[src/scalar_kalman_filter_top_assert.svh]
// Assertion macros shared by the scalar Kalman filter RTL.
// Depends on signals clk and rst_n being in scope where the macros are used.
// Include guard keeps the definitions single.
`ifndef SCALAR_KALMAN_FILTER_TOP_ASSERT_SVH
`define SCALAR_KALMAN_FILTER_TOP_ASSERT_SVH

// Same-cycle implication, disabled during reset.
`define SKF_ASSERT_IMP(label, ante, cons) \
    label: assert property (@(posedge clk) disable iff (!rst_n) (ante) |-> (cons)) \
        else $error("skf assertion failed");

// Next-cycle implication, disabled during reset.
`define SKF_ASSERT_NXT(label, ante, cons) \
    label: assert property (@(posedge clk) disable iff (!rst_n) (ante) |=> (cons)) \
        else $error("skf assertion failed");

`endif

[src/skf_pkg.sv]
// Package for the scalar Kalman filter: widths, constants, register indexes,
// controller states and the command/status structs. No dependencies.
package skf_pkg;

    localparam int FRAC_BITS = 16;
    localparam int DATA_W    = 24;
    localparam int GAIN_W    = FRAC_BITS + 1;
    localparam int P1_W      = DATA_W + 1;
    localparam int DEN_W     = DATA_W + 2;
    localparam int REM_W     = DATA_W + 2;
    localparam int DIFF_W    = DATA_W + 1;
    localparam int PROD_W    = GAIN_W + 1 + DIFF_W;
    localparam int PN_W      = GAIN_W + DATA_W;
    localparam int CNT_W     = $clog2(GAIN_W);
    localparam int CFG_IDX_W = 2;
    localparam int ONE_INT   = 1 << FRAC_BITS;

    localparam logic [GAIN_W-1:0] ONE_GAIN  = GAIN_W'(ONE_INT);
    localparam logic [DATA_W-1:0] ERR_EST   = DATA_W'(-ONE_INT);
    localparam logic [CNT_W-1:0]  DIV_LAST  = CNT_W'(GAIN_W - 1);

    // Reset values of the noise terms and the filter state
    localparam logic [DATA_W-1:0] RST_Q = DATA_W'(6554);
    localparam logic [DATA_W-1:0] RST_R = DATA_W'(6554);
    localparam logic [DATA_W-1:0] RST_X = DATA_W'(327680);
    localparam logic [DATA_W-1:0] RST_P = DATA_W'(6554);

    typedef enum logic [CFG_IDX_W-1:0] {
        REG_PROCESS_NOISE      = 2'd0,
        REG_MEASUREMENT_NOISE  = 2'd1,
        REG_INITIAL_ESTIMATE   = 2'd2,
        REG_INITIAL_COVARIANCE = 2'd3
    } cfg_idx_t;

    typedef enum logic [2:0] {
        S_IDLE,
        S_PRED,
        S_DIV,
        S_MUL,
        S_UPD,
        S_WRITE
    } state_t;

    typedef struct packed {
        logic load_in;
        logic pred;
        logic div_step;
        logic mul;
        logic upd;
        logic write_out;
    } cmd_t;

    typedef struct packed {
        logic err;
        logic out_busy;
    } status_t;

endpackage

[src/skf_ctrl.sv]
// Controller state machine for the scalar Kalman filter.
// Depends on skf_pkg; drives the datapath through cmd_t and reads status_t.
module skf_ctrl
    import skf_pkg::*;
(
    input  logic    clk,
    input  logic    rst_n,
    input  logic    in_valid,
    output logic    in_stall,
    input  status_t st,
    output cmd_t    cmd
);

    state_t           state_reg, state_next;
    logic [CNT_W-1:0] cnt_reg, cnt_next;

    // Next state
    always_comb
    begin
        state_next = state_reg;
        unique case (state_reg)
            S_IDLE:
            begin
                if (in_valid)
                    state_next = S_PRED;
            end
            S_PRED:  state_next = S_DIV;
            S_DIV:
            begin
                if (st.err)
                    state_next = S_WRITE;
                else if (cnt_reg == DIV_LAST)
                    state_next = S_MUL;
            end
            S_MUL:   state_next = S_UPD;
            S_UPD:   state_next = S_WRITE;
            S_WRITE:
            begin
                if (!st.out_busy)
                    state_next = S_IDLE;
            end
            default: state_next = S_IDLE;
        endcase
    end

    // Divider step counter
    always_comb
    begin
        cnt_next = '0;
        if (state_reg == S_DIV && !st.err)
            cnt_next = cnt_reg + CNT_W'(1);
    end

    // Outputs
    always_comb
    begin
        cmd      = '0;
        in_stall = 1'b1;
        unique case (state_reg)
            S_IDLE:
            begin
                in_stall    = 1'b0;
                cmd.load_in = in_valid;
            end
            S_PRED:  cmd.pred      = 1'b1;
            S_DIV:   cmd.div_step  = !st.err;
            S_MUL:   cmd.mul       = 1'b1;
            S_UPD:   cmd.upd       = 1'b1;
            S_WRITE: cmd.write_out = !st.out_busy;
            default: cmd = '0;
        endcase
    end

    always_ff @(posedge clk or negedge rst_n)
    begin
        if (!rst_n)
        begin
            state_reg <= S_IDLE;
            cnt_reg   <= '0;
        end
        else
        begin
            state_reg <= state_next;
            cnt_reg   <= cnt_next;
        end
    end

endmodule

[src/skf_datapath.sv]
// Datapath of the scalar Kalman filter: config and state registers, the
// restoring divider for the gain, two multipliers and the output register.
// Depends on skf_pkg and scalar_kalman_filter_top_assert.svh.
`include "scalar_kalman_filter_top_assert.svh"

module skf_datapath
    import skf_pkg::*;
(
    input  logic                     clk,
    input  logic                     rst_n,
    input  cmd_t                     cmd,
    output status_t                  st,
    input  logic signed [DATA_W-1:0] measurement,
    input  logic                     cfg_valid,
    input  logic [CFG_IDX_W-1:0]     cfg_index,
    input  logic [DATA_W-1:0]        cfg_data,
    output logic                     out_valid,
    input  logic                     out_stall,
    output logic signed [DATA_W-1:0] estimate,
    output logic [GAIN_W-1:0]        gain,
    output logic                     error
);

    logic [DATA_W-1:0]        q_reg, q_next;
    logic [DATA_W-1:0]        r_reg, r_next;
    logic signed [DATA_W-1:0] x_reg, x_next;
    logic [DATA_W-1:0]        p_reg, p_next;
    logic signed [DATA_W-1:0] m_reg;
    logic [P1_W-1:0]          p1_reg;
    logic [P1_W-1:0]          den_reg;
    logic                     err_reg;
    logic [REM_W-1:0]         rem_reg;
    logic [GAIN_W-1:0]        quo_reg;
    logic signed [PROD_W-1:0] prod_reg;
    logic [PN_W-1:0]          pn_reg;
    logic                     out_valid_reg, out_valid_next;
    logic signed [DATA_W-1:0] est_reg;
    logic [GAIN_W-1:0]        gain_reg;
    logic                     error_reg;

    logic [P1_W-1:0]          p1_sum;
    logic [DEN_W-1:0]         den_sum;
    logic                     div_ge;
    logic [REM_W-1:0]         div_diff;
    logic signed [DIFF_W-1:0] innov;
    logic signed [PROD_W-1:0] prod_mul;
    logic [GAIN_W-1:0]        one_minus_k;
    logic [PN_W-1:0]          pn_mul;
    logic signed [PROD_W-1:0] x_sum;

    // Prediction: p1 = p + q, divisor p1 + r
    assign p1_sum  = {1'b0, p_reg} + {1'b0, q_reg};
    assign den_sum = {1'b0, p1_sum} + {2'b00, r_reg};

    // One restoring divider step per cycle
    assign div_ge   = rem_reg >= {1'b0, den_reg};
    assign div_diff = div_ge ? (rem_reg - {1'b0, den_reg}) : rem_reg;

    // Products for the estimate and covariance updates
    assign innov       = {m_reg[DATA_W-1], m_reg} - {x_reg[DATA_W-1], x_reg};
    assign prod_mul    = $signed({1'b0, quo_reg}) * innov;
    assign one_minus_k = ONE_GAIN - quo_reg;
    assign pn_mul      = one_minus_k * p1_reg[DATA_W-1:0];

    // New estimate; shift right is a floor
    assign x_sum = PROD_W'(x_reg) + (prod_reg >>> FRAC_BITS);

    // Filter state and configuration
    always_comb
    begin
        q_next = q_reg;
        r_next = r_reg;
        x_next = x_reg;
        p_next = p_reg;
        if (cmd.upd)
        begin
            x_next = x_sum[DATA_W-1:0];
            p_next = pn_reg[FRAC_BITS +: DATA_W];
        end
        if (cfg_valid)
        begin
            unique case (cfg_idx_t'(cfg_index))
                REG_PROCESS_NOISE:      q_next = cfg_data;
                REG_MEASUREMENT_NOISE:  r_next = cfg_data;
                REG_INITIAL_ESTIMATE:   x_next = cfg_data;
                REG_INITIAL_COVARIANCE: p_next = cfg_data;
                default:                q_next = q_reg;
            endcase
        end
    end

    always_ff @(posedge clk or negedge rst_n)
    begin
        if (!rst_n)
        begin
            q_reg <= RST_Q;
            r_reg <= RST_R;
            x_reg <= RST_X;
            p_reg <= RST_P;
        end
        else
        begin
            q_reg <= q_next;
            r_reg <= r_next;
            x_reg <= x_next;
            p_reg <= p_next;
        end
    end

    // Working registers of one request
    always_ff @(posedge clk)
    begin
        if (cmd.load_in)
            m_reg <= measurement;
        if (cmd.pred)
        begin
            p1_reg  <= p1_sum;
            den_reg <= den_sum[P1_W-1:0];
            rem_reg <= {1'b0, p1_sum};
            quo_reg <= '0;
        end
        if (cmd.div_step)
        begin
            rem_reg <= {div_diff[REM_W-2:0], 1'b0};
            quo_reg <= {quo_reg[GAIN_W-2:0], div_ge};
        end
        if (cmd.mul)
        begin
            prod_reg <= prod_mul;
            pn_reg   <= pn_mul;
        end
    end

    // Error flag: p + q overflowed or the divisor is zero
    always_ff @(posedge clk or negedge rst_n)
    begin
        if (!rst_n)
            err_reg <= 1'b0;
        else if (cmd.pred)
            err_reg <= p1_sum[P1_W-1] || (den_sum == '0);
    end

    // Output register
    always_comb
    begin
        out_valid_next = out_valid_reg;
        if (cmd.write_out)
            out_valid_next = 1'b1;
        else if (out_valid_reg && !out_stall)
            out_valid_next = 1'b0;
    end

    always_ff @(posedge clk or negedge rst_n)
    begin
        if (!rst_n)
            out_valid_reg <= 1'b0;
        else
            out_valid_reg <= out_valid_next;
    end

    always_ff @(posedge clk)
    begin
        if (cmd.write_out)
        begin
            est_reg   <= err_reg ? ERR_EST : x_reg;
            gain_reg  <= err_reg ? '0 : quo_reg;
            error_reg <= err_reg;
        end
    end

    assign st.err      = err_reg;
    assign st.out_busy = out_valid_reg && out_stall;
    assign out_valid   = out_valid_reg;
    assign estimate    = est_reg;
    assign gain        = gain_reg;
    assign error       = error_reg;

    `SKF_ASSERT_IMP(a_err_result, out_valid_reg && error_reg,
        gain_reg == '0 && est_reg == ERR_EST)
    `SKF_ASSERT_IMP(a_gain_range, out_valid_reg && !error_reg, gain_reg <= ONE_GAIN)
    `SKF_ASSERT_NXT(a_cov_bound, cmd.upd && !cfg_valid,
        P1_W'(p_reg) <= $past(p1_reg))

endmodule

[src/scalar_kalman_filter_top.sv]
// Scalar Kalman filter, top level: controller and datapath.
// Depends on skf_pkg, skf_ctrl and skf_datapath.
//
// Usage:
//   One measurement request (signed Q8.16) enters on in_valid/in_stall and
//   produces one result request (estimate, gain, error) on out_valid/out_stall.
//   A request moves at a clock edge with valid high and stall low.
//   Configuration writes use cfg_valid/cfg_ready (ready is always high):
//   index 0 process noise, 1 measurement noise, 2 initial estimate (also loads
//   the estimate), 3 initial covariance (also loads the covariance). Write
//   only while the block is idle.
//   After input acceptance come a prediction state, the 17-step restoring
//   divider that forms the gain, a multiply, an update and a write state that
//   loads the output register; on an error the divider stops and write follows.
//   A new measurement is accepted only in idle, after the write state.
//   The output register holds the result while out_stall is high; one more
//   request is accepted and computed meanwhile, then waits in the write stage
//   with the input stalled until the held result has left.
//   Reset (rst_n low, asynchronous) restores noise terms to 6554, estimate to
//   5.0, covariance to 6554 and drops out_valid.
module scalar_kalman_filter_top
    import skf_pkg::*;
(
    input  logic                     clk,
    input  logic                     rst_n,
    input  logic                     in_valid,
    output logic                     in_stall,
    input  logic signed [DATA_W-1:0] measurement,
    output logic                     out_valid,
    input  logic                     out_stall,
    output logic signed [DATA_W-1:0] estimate,
    output logic [GAIN_W-1:0]        gain,
    output logic                     error,
    input  logic                     cfg_valid,
    output logic                     cfg_ready,
    input  logic [CFG_IDX_W-1:0]     cfg_index,
    input  logic [DATA_W-1:0]        cfg_data
);

    cmd_t    cmd;
    status_t st;

    assign cfg_ready = 1'b1;

    skf_ctrl u_ctrl (
        .clk      (clk),
        .rst_n    (rst_n),
        .in_valid (in_valid),
        .in_stall (in_stall),
        .st       (st),
        .cmd      (cmd)
    );

    skf_datapath u_datapath (
        .clk         (clk),
        .rst_n       (rst_n),
        .cmd         (cmd),
        .st          (st),
        .measurement (measurement),
        .cfg_valid   (cfg_valid),
        .cfg_index   (cfg_index),
        .cfg_data    (cfg_data),
        .out_valid   (out_valid),
        .out_stall   (out_stall),
        .estimate    (estimate),
        .gain        (gain),
        .error       (error)
    );

endmodule
[config.mk]
export PLATFORM = sky130hd
export DESIGN_NAME = scalar_kalman_filter_top
export DESIGN_NICKNAME = d
export VERILOG_FILES = /design/src/skf_pkg.sv /design/src/skf_ctrl.sv /design/src/skf_datapath.sv /design/src/scalar_kalman_filter_top.sv
export VERILOG_INCLUDE_DIRS = /design/src /design/src/src
export SDC_FILE = /design/constraint.sdc
export NUM_CORES = 2
export LEC_CHECK = 0
export BUFFER_PORTS_ARGS = -buffer_cell sky130_fd_sc_hd__buf_2
export CORE_MARGIN = 1.5
export CORE_UTILIZATION = 50
export DETAILED_ROUTE_END_ITERATION = 16
export HOLD_SLACK_MARGIN = 0.12
export PLACE_DENSITY = 0.71
export SLEW_MARGIN = 20
export SYNTH_ARGS = -nofsm -noshare
export SYNTH_HDL_FRONTEND = slang
export SYNTH_SLANG_ARGS = --single-unit
[constraint.sdc]
create_clock -name clk -period 8.9 [get_ports clk]
set_clock_uncertainty 0.15 [all_clocks]
set_input_delay 1.335 -clock clk [delete_from_list [all_inputs] [get_ports clk]]
set_output_delay 1.335 -clock clk [all_outputs]
set_load 0.03 [all_outputs]
---- Word level (Yosys, flattened, before mapping) ----
Index checks and enable logic that the tools add are counted.
word-level totals
  logic and storage cells ................. 82
  flip-flop bits (word level) ............. 344
  input port bits ......................... 55
  output and inout bits ................... 45
cells by class
  equality and inequality tests ........... 12
  add/subtract/negate cells ............... 7
  order comparisons ....................... 1
  reductions and logical operators ........ 15
  multipliers ............................. 2
  mux-type cells .......................... 26
operator list
  operator                                       number
  2-to-1 mux 24 bit                              6
  2-to-1 mux 26 bit                              2
  multiplier 17 x 24 -> 40 bit                   1
  multiplier 18 x 25 -> 40 bit                   1
  2-to-1 mux 17 bit                              2
  adder 25 x 24 -> 26 bit                        1
  greater-or-equal comparator 26 x 25 -> 1 bit   1
  zero test 26 bit                               1
  adder 24 x 24 -> 25 bit                        1
  2-to-1 mux 25 bit                              1
  subtractor 24 x 24 -> 25 bit                   1
  subtractor 25 bit                              1
  adder 24 bit                                   1
  case mux 3 bit (6 select lines)                1
  subtractor 17 bit, first input constant        1
  2-to-1 mux 3 bit                               4
  2-to-1 mux 1 bit                               9
  == test 3 x 2 -> 1 bit, second input constant  2
  == test 3 bit, second input constant           2
  adder 5 x 1 -> 5 bit, second input constant    1
  == test 5 bit, second input constant           1
  2-to-1 mux 5 bit                               1
  == test 2 bit, second input constant           2
  != test 2 bit, second input constant           2
  other kinds (11)                               17

---- Logic depth before layout (Yosys ltp) ----
  word-level depth ........................ 5
  gate-level depth with buffers ........... 37
  gate-level depth less buffers ........... 36

---- Hierarchy ----
Synthesis repeated with hierarchy kept, for this count alone.
unflattened totals
  cells, all modules ...................... 4605
  area total of the unflattened synthesis .. 43960.9 um^2
by module, submodules not included
  module                    times used  sequential area each (um^2)  area each (um^2)  cells an instance
  skf_datapath              1           8657.1                       43530.5           4559
  skf_ctrl                  1           200.2                        419.2             44
  scalar_kalman_filter_top  1           0.0                          11.3              2

---- Worst setup path before layout ----
OpenSTA, ideal clock, no wires.
  path type ............................... register to register
  from .................................... reg u_datapath.x_reg[2]
  to ...................................... reg u_datapath.prod_reg[39], data pin
  clock period less this slack ............ 8680 ps
  buffers on the path ..................... 1
  arrival time ............................ 8262 ps
  required time ........................... 8482 ps
  cell stages (with the launch flop) ...... 35
  path slack .............................. 220 ps
  setup time .............................. 268 ps
  cells stage by stage .................... dfrtp_1 > inv_1 > ha_1 > nor2b_1 > o31a_1 > o41ai_2 > a21oi_1 > o31ai_2 > o21ai_1 > o41a_1 > a21o_1 > a21oi_1 > xnor2_1 > buf_2 > nand2_1 > fa_1 > fa_1 > fa_1 > inv_1 > fa_1 > fa_1 > inv_1 > fa_1 > inv_1 > ha_1 > a21o_1 > a21oi_1 > o211ai_1 > a31oi_1 > o21ai_0 > a21o_1 > o41a_1 > nand4_1 > nand4b_1 > xnor3_1
between the ends
  cells in the longest elaborated chain, start to end .. 2
RTL lines
  element                       line                 text
  start: declaration            skf_datapath.sv:26   logic signed [DATA_W-1:0] x_reg, x_next;
  start signal: assignment      skf_datapath.sv:105  x_reg <= x_next;
  subtractor 24 x 24 -> 25 bit  skf_datapath.sv:60   assign innov = {m_reg[DATA_W-1], m_reg} - {x_reg[DATA_W-1], x_reg};
  multiplier 18 x 25 -> 40 bit  skf_datapath.sv:61   assign prod_mul = $signed({1'b0, quo_reg}) * innov;
  via u_datapath.prod_mul[39]   skf_datapath.sv:46   logic signed [PROD_W-1:0] prod_mul;
  end signal: assignment        skf_datapath.sv:129  prod_reg <= prod_mul;
  end: declaration              skf_datapath.sv:34   logic signed [PROD_W-1:0] prod_reg;
The timed path passes the listed nets, and every way through them passes these cells.
A chain may end at the register's enable or synchronous reset.

---- Final worst setup path ----
  from .................................... reg u_datapath.m_reg[0]
  to ...................................... reg u_datapath.prod_reg[38], data pin
between the ends
  cells in the longest elaborated chain, start to end .. 2
RTL lines
  element                       line                 text
  start: declaration            skf_datapath.sv:28   logic signed [DATA_W-1:0] m_reg;
  start signal: assignment      skf_datapath.sv:114  m_reg <= measurement;
  subtractor 24 x 24 -> 25 bit  skf_datapath.sv:60
  multiplier 18 x 25 -> 40 bit  skf_datapath.sv:61
  via u_datapath.prod_mul[38]   skf_datapath.sv:46
The timed path passes the listed nets, and every way through them passes these cells.

==> impl_metrics.json <==
{
  "status": "finished clean",
  "die_x_um": 299,
  "hold_violations": 0,
  "final_cell_mix": "inv_1, fa_1, nand2_1, and2_1, ha_1",
  "synth-warning-count": 0,
  "finalNetCount": 5775,
  "synth-seq-cells": 312,
  "portBuffers": 98,
  "syn_to_final_growth_pct": 9.37,
  "ys_top_cells_by_area": "fa_1, edfxtp_1, ha_1, inv_1, and2_1",
  "chipHeight_um": 299,
  "synth_top_family_by_area": "adder cells",
  "io_pins": 100,
  "clkTransAtPathRegs_ns": 0.06,
  "gp_congestion": 0.921,
  "final_max_slew_viol_count": 0,
  "critPathLaunchType": "register",
  "cp.arrival_ns": 8.85,
  "cts_tree": "built",
  "grt_pass1_wl_um": 183000,
  "rsz0062_at_grt": "yes",
  "drc": 0,
  "syn_inst": 4557,
  "worst_pin_slew_ns": 0.993,
  "num_rows": 108,
  "worstSetupPathType": "register to register",
  "drv_cap": 0,
  "dpl.hpwl_um": 87500,
  "stdcell_count": 5853,
  "crit_path_top_delay_cell": "fa_1",
  "dp.cells": 5771,
  "synth_xor_area_share_pct": 3.52,
  "critPathMostFrequentCell": "fa_1",
  "period_share_pct": 97.5,
  "synth_top_area_share_pct": 33.2,
  "gr-usage-all-layers_pct": 26.1,
  "dr_total_vias": 31700,
  "routed_wl_um": 113000,
  "synth_edf_count": 205,
  "synth_compound_area_share_pct": 7.12,
  "fin_area_um2": 47800,
  "crit_path_end_kind": "register",
  "setup_violations": 0,
  "worstHoldPathCells": 2,
  "max_stage_delay_ns": 0.57,
  "synth-seq-area-share_pct": 20.3,
  "wl_per_cell_um": 19.2,
  "synthFlopType": "edfxtp_1",
  "final_common_cell": "inv_1",
  "clock-root-buffer": "clkbuf_16",
  "hold_ws_ns": 0.340,
  "synth_fp_nets": 5663,
  "htreeDepth": 2,
  "syn_area_um2": 43700,
  "coreArea_um2": 86800,
  "syn_area_per_cell_um2": 9.59,
  "hp-class": "register to register",
  "muxShareOfSynthArea_pct": 2.08,
  "largest_register_ffs": 26,
  "first_global_vias": 33800,
  "vias_per_cell": 5.42,
  "start_util_pct": 50.4,
  "drt_iter0_drc": 2135,
  "post_dp_cell_area_um2": 46200,
  "ff2ff_setup_slack_ns": 0.22,
  "synth_fa_ha_area_share_pct": 42.5,
  "cp_max_fo": 7,
  "gr-total-overflow": 0,
  "antenna_left": 0,
  "setup_slack_ns": 0.220,
  "synthArstFlopShare_pct": 34.0,
  "clock_path_buffers": 3,
  "grt_max_degree": 76,
  "synth_top_area_cell": "fa_1",
  "rr_worst_depth": 33,
  "synth.distinct_cells": 86,
  "drive_gt1_share_pct": 10.2,
  "hold_buffers": 0,
  "dieArea_um2": 89200,
  "finalCriticalPeriod_ns": 8.68,
  "numCtsBuffers": 38,
  "critical_path_required_ns": 9.07,
  "slew_headroom_pct": 32.9,
  "yosys.area_share.simple_pct": 14.9,
  "insertion_delay_ns": 0.59,
  "cts.sinks": 312,
  "num_antenna_cells": 0,
  "post-place-ws_ns": -0.189,
  "first_pass_iters": 7,
  "antenna_found_initial": 0,
  "maxClockFrequency_mhz": 115
}
==> kinds of logic (layout without fill, tap and decap cells) <==
group                      after synthesis  in the layout
AOI/OAI and AO/OA                      478            478
other                                    1              1
muxes                                   85             85
DFF                                    312            312
xor gates and xnor gates               174            174
buffers and inverters                 1115           1256
adders and majority gates             1051           1051
and+or+nand+nor                       1341           1341
==> path summary, 6_finish.rpt <==
| path | endpoint | startpoint |
|---|---|---|
| max | u_datapath.prod_reg[38] | u_datapath.m_reg[0] |
| min | u_datapath.r_reg[4] | u_datapath.r_reg[4] |
| max reg2reg | u_datapath.prod_reg[38] | u_datapath.m_reg[0] |
| min reg2reg | u_datapath.r_reg[4] | u_datapath.r_reg[4] |
| max in group asynchronous | u_datapath.err_reg | rst_n |
| min in group asynchronous | u_datapath.r_reg[0] | rst_n |
==> stage by stage <==
step,util [%],TNS [ns]
4_1_cts,54.7,0
3_5_place_dp,53.2,-0.259
3_3_place_gp,53.2,-0.0385
2_1_floorplan,-,0
5_1_grt,55.1,-0.290
6_report,55.1,0
==> worst max-delay path: cells and delay by family (launching register included) <==
| family | cells | cell delay, ns |
|---|---|---|
| and+or+nand+nor | 5 | 0.71 |
| xor gates and xnor gates | 2 | 0.29 |
| buffers and inverters | 5 | 0.46 |
| AOI/OAI and AO/OA | 12 | 2.84 |
| adders and majority gates | 9 | 3.58 |
| DFF | 1 | 0.35 |
==> per-layer routing <==
| layer | global-route usage, % | wire [um] |
|---|---|---|
| met5 | 0 | 0 |
| met4 | 8.25 | 3700 |
| met3 | 2.61 | 6220 |
| met2 | 45.2 | 55500 |
| met1 | 34.6 | 47300 |
==> synth_stat cells, types with 7 or more instances <==
master,count
inv_1,942
fa_1,725
nand2_1,584
and2_1,351
ha_1,326
edfxtp_1,205
clkbuf_1,162
nor2_1,155
xnor2_1,120
a21oi_1,115
o21ai_0,110
dfrtp_1,83
a21o_1,63
nor2b_1,59
xor2_1,53
mux2_2,48
o21a_1,41
nor3_1,40
mux2i_1,37
nand3_1,34
nand2b_1,27
a31oi_1,24
dfstp_2,23
o211ai_1,17
or3_1,16
or2_2,15
and3_1,14
o21bai_1,13
a211oi_1,12
nand4_1,12
nor4_1,10
o41ai_1,7
==> area by class of cell <==
class / count / area [um2]
Multi-Input combinational cell: 3130 / 31100
Fill cell: 7582 / 38900
Timing Repair Buffer: 243 / 1660
Clock inverter: 19 / 181
Inverter: 944 / 3540
Tap cell: 1155 / 1450
Sequential cell: 312 / 8860
Clock buffer: 50 / 1060
==> timing repair <==
action / 4_1_cts / 5_1_grt
buffers inserted: 1 / 12
endpoints found under the setup margin: 2 / 17
gates resized for setup: 8 / 53
pin swaps: 5 / 60
Power is left out: the tool's default activity adds up to more than one toggle a clock period on the data nets, which glitch-free logic cannot reach.
